--- src/hw/rtl/ber_pkg.sv ---
package ber_pkg;

	localparam int unsigned TICKS_W = 30;
	localparam logic [TICKS_W-1:0] TICKS_PER_SECOND = TICKS_W'(1000000000);
	localparam int unsigned BYTES_W = 32;
	localparam int unsigned STAMP_W = 64;
	localparam int unsigned RATE_W = 32;
	localparam int unsigned THR_W = 16;
	localparam int unsigned NUM_W = BYTES_W + 3 + TICKS_W;
	localparam int unsigned IN_W = BYTES_W + 2 * STAMP_W;
	localparam int unsigned OUT_W = 2 * RATE_W;
	localparam int unsigned USER_W = 2;
	localparam int unsigned CNT_W = $clog2(RATE_W);
	localparam logic [THR_W-1:0] THR_RESET = THR_W'(4588);

	typedef enum logic [2:0] {
		ST_IDLE,
		ST_DIFF,
		ST_SAT,
		ST_DIV,
		ST_MEAN,
		ST_THR,
		ST_DEC,
		ST_OUT
	} st_t;

	typedef struct packed {
		logic load_in;
		logic stage_diff;
		logic start_div;
		logic div_step;
		logic upd_mean;
		logic calc_thr;
		logic decide;
		logic load_out;
	} dp_cmd_t;

	typedef struct packed {
		logic have;
		logic sat;
		logic div_last;
		logic out_free;
	} dp_stat_t;

endpackage

--- src/hw/rtl/ber_ctrl.sv ---
module ber_ctrl (
	input  logic             clk,
	input  logic             arst_n,
	input  logic             s_tvalid,
	output logic             s_tready,
	input  ber_pkg::dp_stat_t stat,
	output ber_pkg::dp_cmd_t  cmd
);
	import ber_pkg::*;

	st_t state_q;
	st_t state_d;

	always_ff @(posedge clk or negedge arst_n) begin
		if (!arst_n) begin
			state_q <= ST_IDLE;
		end else begin
			state_q <= state_d;
		end
	end

	always_comb begin
		state_d = state_q;
		cmd = '0;
		s_tready = 1'b0;
		case (state_q)
			ST_IDLE: begin
				s_tready = 1'b1;
				if (s_tvalid) begin
					cmd.load_in = 1'b1;
					state_d = ST_DIFF;
				end
			end
			ST_DIFF: begin
				cmd.stage_diff = 1'b1;
				state_d = stat.have ? ST_SAT : ST_OUT;
			end
			ST_SAT: begin
				cmd.start_div = 1'b1;
				state_d = stat.sat ? ST_MEAN : ST_DIV;
			end
			ST_DIV: begin
				cmd.div_step = 1'b1;
				if (stat.div_last) begin
					state_d = ST_MEAN;
				end
			end
			ST_MEAN: begin
				cmd.upd_mean = 1'b1;
				state_d = ST_THR;
			end
			ST_THR: begin
				cmd.calc_thr = 1'b1;
				state_d = ST_DEC;
			end
			ST_DEC: begin
				cmd.decide = 1'b1;
				state_d = ST_OUT;
			end
			ST_OUT: begin
				if (stat.out_free) begin
					cmd.load_out = 1'b1;
					state_d = ST_IDLE;
				end
			end
			default: begin
				state_d = ST_IDLE;
			end
		endcase
	end

	a_accept_starts: assert property (@(posedge clk) disable iff (!arst_n)
		(s_tvalid && s_tready) |=> (state_q == ST_DIFF))
		else $error("accepted request did not start processing");

	a_nosat_divides: assert property (@(posedge clk) disable iff (!arst_n)
		(state_q == ST_SAT && !stat.sat) |=> (state_q == ST_DIV))
		else $error("unsaturated rate skipped the divider");

	a_div_exit: assert property (@(posedge clk) disable iff (!arst_n)
		(state_q == ST_DIV && !stat.div_last) |=> (state_q == ST_DIV))
		else $error("divider left early");

endmodule

--- src/hw/rtl/ber_datapath.sv ---
module ber_datapath (
	input  logic                          clk,
	input  logic                          arst_n,
	input  ber_pkg::dp_cmd_t              cmd,
	output ber_pkg::dp_stat_t             stat,
	input  logic [ber_pkg::IN_W-1:0]      s_tdata,
	input  logic                          cfg_valid,
	input  logic [ber_pkg::THR_W-1:0]     cfg_data,
	output logic                          m_tvalid,
	input  logic                          m_tready,
	output logic [ber_pkg::OUT_W-1:0]     m_tdata,
	output logic [ber_pkg::USER_W-1:0]    m_tuser
);
	import ber_pkg::*;

	logic [BYTES_W-1:0]  bytes_q;
	logic [STAMP_W-1:0]  dts_q;
	logic [STAMP_W-1:0]  pts_q;
	logic [STAMP_W-1:0]  prev_dts_q;
	logic [STAMP_W-1:0]  prev_pts_q;
	logic [STAMP_W-1:0]  diff_q;
	logic [NUM_W-1:0]    num_q;
	logic [STAMP_W-1:0]  rem_q;
	logic [RATE_W-1:0]   nlo_q;
	logic [CNT_W-1:0]    cnt_q;
	logic [RATE_W-1:0]   rate_q;
	logic                measured_q;
	logic                report_q;
	logic [RATE_W-1:0]   avg_q;
	logic [RATE_W-1:0]   reported_q;
	logic [THR_W-1:0]    thr_q;
	logic [RATE_W+THR_W-1:0] thr_prod_q;
	logic [RATE_W-1:0]   absd_q;
	logic                m_tvalid_q;
	logic [RATE_W-1:0]   out_rate_q;
	logic [RATE_W-1:0]   out_mean_q;
	logic                out_meas_q;
	logic                out_rep_q;

	logic                dec_pair;
	logic                pres_pair;
	logic                have_w;
	logic [STAMP_W-1:0]  diff_w;
	logic [NUM_W-4:0]    prod_w;
	logic [STAMP_W-1:0]  num_hi;
	logic                sat_w;
	logic [STAMP_W:0]    trial;
	logic [STAMP_W:0]    dext;
	logic                ge;
	logic [RATE_W+2:0]   mean_sum;
	logic [RATE_W-1:0]   big;
	logic [RATE_W-1:0]   absd_w;
	logic                report_w;

	always_comb begin
		dec_pair = (dts_q != '1) && (prev_dts_q != '1);
		pres_pair = (pts_q != '1) && (prev_pts_q != '1);
		have_w = 1'b0;
		diff_w = '0;
		if (dec_pair) begin
			have_w = dts_q > prev_dts_q;
			diff_w = dts_q - prev_dts_q;
		end else if (pres_pair) begin
			have_w = pts_q > prev_pts_q;
			diff_w = pts_q - prev_pts_q;
		end
	end

	assign prod_w = (NUM_W-3)'(bytes_q) * (NUM_W-3)'(TICKS_PER_SECOND);
	assign num_hi = STAMP_W'(num_q[NUM_W-1:RATE_W]);
	assign sat_w = num_hi >= diff_q;
	assign trial = {rem_q, nlo_q[RATE_W-1]};
	assign dext = {1'b0, diff_q};
	assign ge = trial >= dext;
	assign mean_sum = {avg_q, 3'b000} - (RATE_W+3)'(avg_q) + (RATE_W+3)'(rate_q);
	assign big = (avg_q > reported_q) ? avg_q : reported_q;
	assign absd_w = (avg_q > reported_q) ? (avg_q - reported_q) : (reported_q - avg_q);
	assign report_w = (reported_q == '0) || ({absd_q, {THR_W{1'b0}}} > thr_prod_q);

	always_ff @(posedge clk or negedge arst_n) begin
		if (!arst_n) begin
			prev_dts_q <= '1;
			prev_pts_q <= '1;
			avg_q <= '0;
			reported_q <= '0;
			thr_q <= THR_RESET;
			m_tvalid_q <= 1'b0;
			measured_q <= 1'b0;
			report_q <= 1'b0;
			cnt_q <= '0;
		end else begin
			if (cfg_valid) begin
				thr_q <= cfg_data;
			end
			if (cmd.stage_diff) begin
				prev_dts_q <= dts_q;
				prev_pts_q <= pts_q;
				measured_q <= have_w;
				report_q <= 1'b0;
			end
			if (cmd.start_div) begin
				cnt_q <= CNT_W'(RATE_W - 1);
			end else if (cmd.div_step) begin
				cnt_q <= cnt_q - 1'b1;
			end
			if (cmd.upd_mean) begin
				avg_q <= mean_sum[RATE_W+2:3];
			end
			if (cmd.decide) begin
				report_q <= report_w;
				if (report_w) begin
					reported_q <= avg_q;
				end
			end
			if (cmd.load_out) begin
				m_tvalid_q <= 1'b1;
			end else if (m_tready) begin
				m_tvalid_q <= 1'b0;
			end
		end
	end

	always_ff @(posedge clk) begin
		if (cmd.load_in) begin
			bytes_q <= s_tdata[BYTES_W-1:0];
			dts_q <= s_tdata[BYTES_W+STAMP_W-1:BYTES_W];
			pts_q <= s_tdata[IN_W-1:BYTES_W+STAMP_W];
		end
		if (cmd.stage_diff) begin
			diff_q <= diff_w;
			num_q <= {prod_w, 3'b000};
			rate_q <= '0;
		end
		if (cmd.start_div) begin
			rem_q <= num_hi;
			nlo_q <= num_q[RATE_W-1:0];
			rate_q <= sat_w ? '1 : '0;
		end
		if (cmd.div_step) begin
			rem_q <= ge ? STAMP_W'(trial - dext) : trial[STAMP_W-1:0];
			nlo_q <= {nlo_q[RATE_W-2:0], 1'b0};
			rate_q <= {rate_q[RATE_W-2:0], ge};
		end
		if (cmd.calc_thr) begin
			thr_prod_q <= (RATE_W+THR_W)'(big) * (RATE_W+THR_W)'(thr_q);
			absd_q <= absd_w;
		end
		if (cmd.load_out) begin
			out_rate_q <= rate_q;
			out_mean_q <= avg_q;
			out_meas_q <= measured_q;
			out_rep_q <= report_q;
		end
	end

	assign stat.have = have_w;
	assign stat.sat = sat_w;
	assign stat.div_last = (cnt_q == '0);
	assign stat.out_free = !m_tvalid_q || m_tready;

	assign m_tvalid = m_tvalid_q;
	assign m_tdata = {out_mean_q, out_rate_q};
	assign m_tuser = {out_rep_q, out_meas_q};

	a_rem_below_div: assert property (@(posedge clk) disable iff (!arst_n)
		cmd.div_step |-> (rem_q < diff_q))
		else $error("partial remainder not below divisor");

	a_report_tracks: assert property (@(posedge clk) disable iff (!arst_n)
		(cmd.decide && report_w) |=> (reported_q == avg_q && report_q))
		else $error("reported rate not taken from mean");

	a_unmeasured_quiet: assert property (@(posedge clk) disable iff (!arst_n)
		(cmd.load_out && !measured_q) |=> (out_rate_q == '0 && !out_rep_q))
		else $error("unmeasured result carries a rate or a report");

endmodule

--- src/hw/rtl/bitrate_ema_change_reporter.sv ---
// One buffer request at a time: s_tdata carries the byte count and the decode and presentation
// stamps; each accepted request yields exactly one result. The serial divider (one quotient bit
// per cycle) sets the throughput: a measured, unsaturated buffer runs through the divider
// before the next request is accepted, a saturated rate skips the divider, and a buffer without
// a usable positive stamp difference goes straight to the output stage. A finished result waits
// in the output register while the next request is accepted. The threshold register may be
// written only while no request is in flight; cfg_ready is always high.
module bitrate_ema_change_reporter (
	input  logic                        clk,
	input  logic                        arst_n,
	input  logic                        s_tvalid,
	output logic                        s_tready,
	// buffer_bytes[31:0], decode_stamp[95:32], present_stamp[159:96]
	input  logic [ber_pkg::IN_W-1:0]    s_tdata,
	output logic                        m_tvalid,
	input  logic                        m_tready,
	// instant_bitrate[31:0], mean_bitrate[63:32]
	output logic [ber_pkg::OUT_W-1:0]   m_tdata,
	// rate_measured[0], report_now[1]
	output logic [ber_pkg::USER_W-1:0]  m_tuser,
	input  logic                        cfg_valid,
	output logic                        cfg_ready,
	input  logic [ber_pkg::THR_W-1:0]   cfg_data
);
	import ber_pkg::*;

	dp_cmd_t  cmd;
	dp_stat_t stat;

	assign cfg_ready = 1'b1;

	ber_ctrl u_ctrl (
		.clk      (clk),
		.arst_n   (arst_n),
		.s_tvalid (s_tvalid),
		.s_tready (s_tready),
		.stat     (stat),
		.cmd      (cmd)
	);

	ber_datapath u_dp (
		.clk       (clk),
		.arst_n    (arst_n),
		.cmd       (cmd),
		.stat      (stat),
		.s_tdata   (s_tdata),
		.cfg_valid (cfg_valid),
		.cfg_data  (cfg_data),
		.m_tvalid  (m_tvalid),
		.m_tready  (m_tready),
		.m_tdata   (m_tdata),
		.m_tuser   (m_tuser)
	);

endmodule
--- config.mk ---
export PLATFORM = sky130hd
export DESIGN_NAME = bitrate_ema_change_reporter
export DESIGN_NICKNAME = d
export VERILOG_FILES = /design/src/hw/rtl/ber_pkg.sv /design/src/hw/rtl/ber_ctrl.sv /design/src/hw/rtl/ber_datapath.sv /design/src/hw/rtl/bitrate_ema_change_reporter.sv
export SDC_FILE = /design/constraint.sdc
export NUM_CORES = 2
export LEC_CHECK = 0
export ABC_AREA = 1
export BUFFER_PORTS_ARGS = -buffer_cell sky130_fd_sc_hd__buf_2
export CORE_MARGIN = 3
export CORE_UTILIZATION = 55
export CTS_CLUSTER_DIAMETER = 100
export DETAILED_ROUTE_END_ITERATION = 6
export HOLD_SLACK_MARGIN = 0.1
export PLACE_DENSITY_LB_ADDON = 0.15
export SLEW_MARGIN = 20
export SYNTH_ARGS = -nofsm -noshare
export SYNTH_HDL_FRONTEND = slang
export SYNTH_SLANG_ARGS = --single-unit
--- constraint.sdc ---
create_clock -name clk -period 16.8 [get_ports clk]
set_input_delay 2.52 -clock clk [delete_from_list [all_inputs] [get_ports clk]]
set_output_delay 2.52 -clock clk [all_outputs]
set_load 0.005 [all_outputs]
==> results.yml <==
global_route:
  grt_pass1_vias: 68610
  grt_max_degree: 111
  grt_overflow: 0
  grt_usage_pct: 34.09
  grt_pass1_wl_mm: 399.2
  antenna_found_initial: 3
final_layout:
  fill_cells: 13340
  drive_above_1_share_pct: 6.536
  multi_input_area_um2: 51140
  syn_to_final_growth_pct: 7.593
  final_nets: 11970
  regArea_um2: 21830
setup_path:
  r2r_slack_ns: 7.37
  critical_path_arrival_ns: 9.89
  critPathRequiredTime_ns: 17.26
  cp_max_fo: 45
  timing.rr.end: "u_dp.thr_prod_q[35]"
  crit_path_end_kind: "flip-flop"
  crit_path_max_incr_delay_ns: 0.62
  cp_common_cell: "fa_1"
  start_kind: "flip-flop"
  crit_type: "flip-flop to flip-flop"
  reg2reg_depth: 34
  r2r_start: "u_dp.avg_q[0]"
  cpMaxStageDelayCell: "buf_4"
min_path:
  whs_path_depth: 0
  holdCritStartpoint: "u_dp.rate_q[31]"
  min_to: "u_dp.out_rate_q[31]"
  hold_class: "flip-flop to flip-flop"
synth:
  yosysTopAreaCell: "edfxtp_1"
  yosysTopAreaCellShare_pct: 19.97
  syn_avg_cell_area_um2: 8.031
  ys_types: 59
  synth_nets: 11780
  yosys_warnings: 0
  synth_common_cells: "nand2_1, inv_1, nor2_1"
  synthFlopType: "edfxtp_1"
  postSynthRegisterBits: 758
  synth_area_um2: 81040
  netlist_instances: 10090
  ys_async_sr_fraction_pct: 28.89
  ys_seq_area_share_pct: 26.94
  synth.most_common_cell: "nand2_1"
  synth_area_leaders: "edfxtp_1, fa_1, ha_1"
  synth_enable_flop_cells: 539
floorplan:
  die_w_um: 389.9
  rows: 140
  dieArea_um2: 152000
  coreArea_um2: 146100
  die_y_um: 389.9
  initial_core_util_pct: 55.47
  io_pins: 250
clocking:
  post-cts-setup-buffer-count: 0
  numClockSinks: 758
  numCtsBuffers: 91
  postCtsResizedCells: 0
  root_buffer: "clkbuf_16"
  clkTransAtPathRegs_ns: 0.06
  insertion_delay_ns: 0.71
  htree_num_levels: 3
  cts_tree: "yes"
  ctsHoldBuffers: 0
  clk_path_buf_depth: 3
sta:
  drv_slew: 0
  relSlewSlack_pct: 16.66
  period_minus_slack_ns: 9.432
  final-setup-viol-count: 0
  max_freq_mhz: 106.0
  hold_viol: 0
  period_share_pct: 56.14
  finalClockSkew_ns: 0.05048
  rsz0062_at_grt: "no"
  finalSetupTns_ns: 0
  worstMarginPinSlew_ns: 1.250
route:
  final_antenna_net_count: 0
  via_per_inst: 5.582
  wl_mm: 258.7
  vias: 68530
  wire_per_inst_um: 21.07
  drt-initial-drc-count: 5262
  drc: 0
  drtPass1Iterations: 6
placement:
  dpl.hpwl_mm: 215.6
  io_buffers: 248
  gp_congestion: 1.034
flow_run:
  cap_viol_max_count: 0
outcome:
  status: "completed"
==> state kept, by name (all words and copies together), names as in the netlist, 48 cells and up <==
register / flops
u_dp.diff_q: 64
u_dp.dts_q: 64
u_dp.num_q: 53
u_dp.prev_dts_q: 64
u_dp.prev_pts_q: 64
u_dp.pts_q: 64
u_dp.rem_q: 64
u_dp.thr_prod_q: 48
==> critical path: cells and delay by family, from the launching register on <==
kind	cells	cell delay (ns)
adders and majority gates	9	3.93
buffers and inverters	9	2.01
AOI/OAI and AO/OA	7	1.41
and+or+nand+nor	8	1.18
DFF	1	0.47
xor gates and xnor gates	1	0.15
==> how the worst max path moves through the flow <==
stage	startpoint	to	slack [ns]	depth (start not counted)
after global placement	u_dp.avg_q[3]	u_dp.thr_prod_q[37]	7.56	34
final	u_dp.avg_q[0]	u_dp.thr_prod_q[35]	7.37	34
after CTS	u_dp.avg_q[7]	u_dp.thr_prod_q[35]	7.42	33
after detailed placement	u_dp.avg_q[7]	u_dp.thr_prod_q[35]	7.47	33
after global routing	u_dp.avg_q[7]	u_dp.thr_prod_q[45]	6.84	33
after floorplan	s_tvalid	u_dp.bytes_q[0]	6.98	2
==> placed cells by master, fill, tap and decap left out, types with 135 or more instances in the layout <==
master    Yosys  final
nand2_1    2266   2264
inv_1      1906   1904
nor2_1     1090   1082
fa_1        764    764
ha_1        741    741
o21ai_0     575    575
a21oi_1     560    560
edfxtp_1    539    539
nand3_1     328    328
buf_2        36    247
dfstp_2     135    135
==> metal layers <==
| metal | track usage (%) | vias to the layer above | part of all wire (%) |
|---|---|---|---|
| li1 | - | 32410 | - |
| met1 | 44.27 | 32950 | 41 |
| met2 | 56.80 | 2631 | 47 |
| met3 | 4.950 | 533 | 6.5 |
| met4 | 15.16 | 6 | 5.4 |
| met5 | 0.5742 | - | 0.056 |
==> cell type report <==
type	count	share of cell area, %
Multi-Input combinational cell	7208	58.64
Sequential cell	758	25.04
Inverter	1938	8.350
Clock buffer	118	2.881
Tap cell	1917	2.751
Timing Repair Buffer	286	1.785
Clock inverter	50	0.5410
Antenna cell	2	0.005740
==> cells by family after synthesis <==
logic type               share of synthesized area, %
AND/OR/NAND/NOR                                 20.02
buffers and inverters                           10.03
adder cells (fa/ha/maj)                         30.31
AO/OA/AOI/OAI                                   10.23
flip-flops                                      26.94
XOR/XNOR                                        2.442
other                                        0.004627
multiplexers                                  0.01235
==> through the flow <==
step / cells / hold slack, ns / setup WS [ns] / util (%) / cell area (um^2)
2_1_floorplan: 10090 / 0.4253 / 6.978 / - / 81040
3_3_place_gp: 12110 / 0.4371 / 7.561 / 57.62 / 84180
3_5_place_dp: 12110 / 0.4371 / 7.467 / 57.62 / 84180
4_1_cts: 12270 / 0.4472 / 7.417 / 59.66 / 87160
5_1_grt: 12280 / 0.4610 / 6.841 / 59.68 / 87190
6_report: 12280 / 0.4414 / 7.368 / 59.69 / 87190
Power is not shown: default switching activity piles up to over one toggle a cycle in this logic, so the estimate is an artifact.
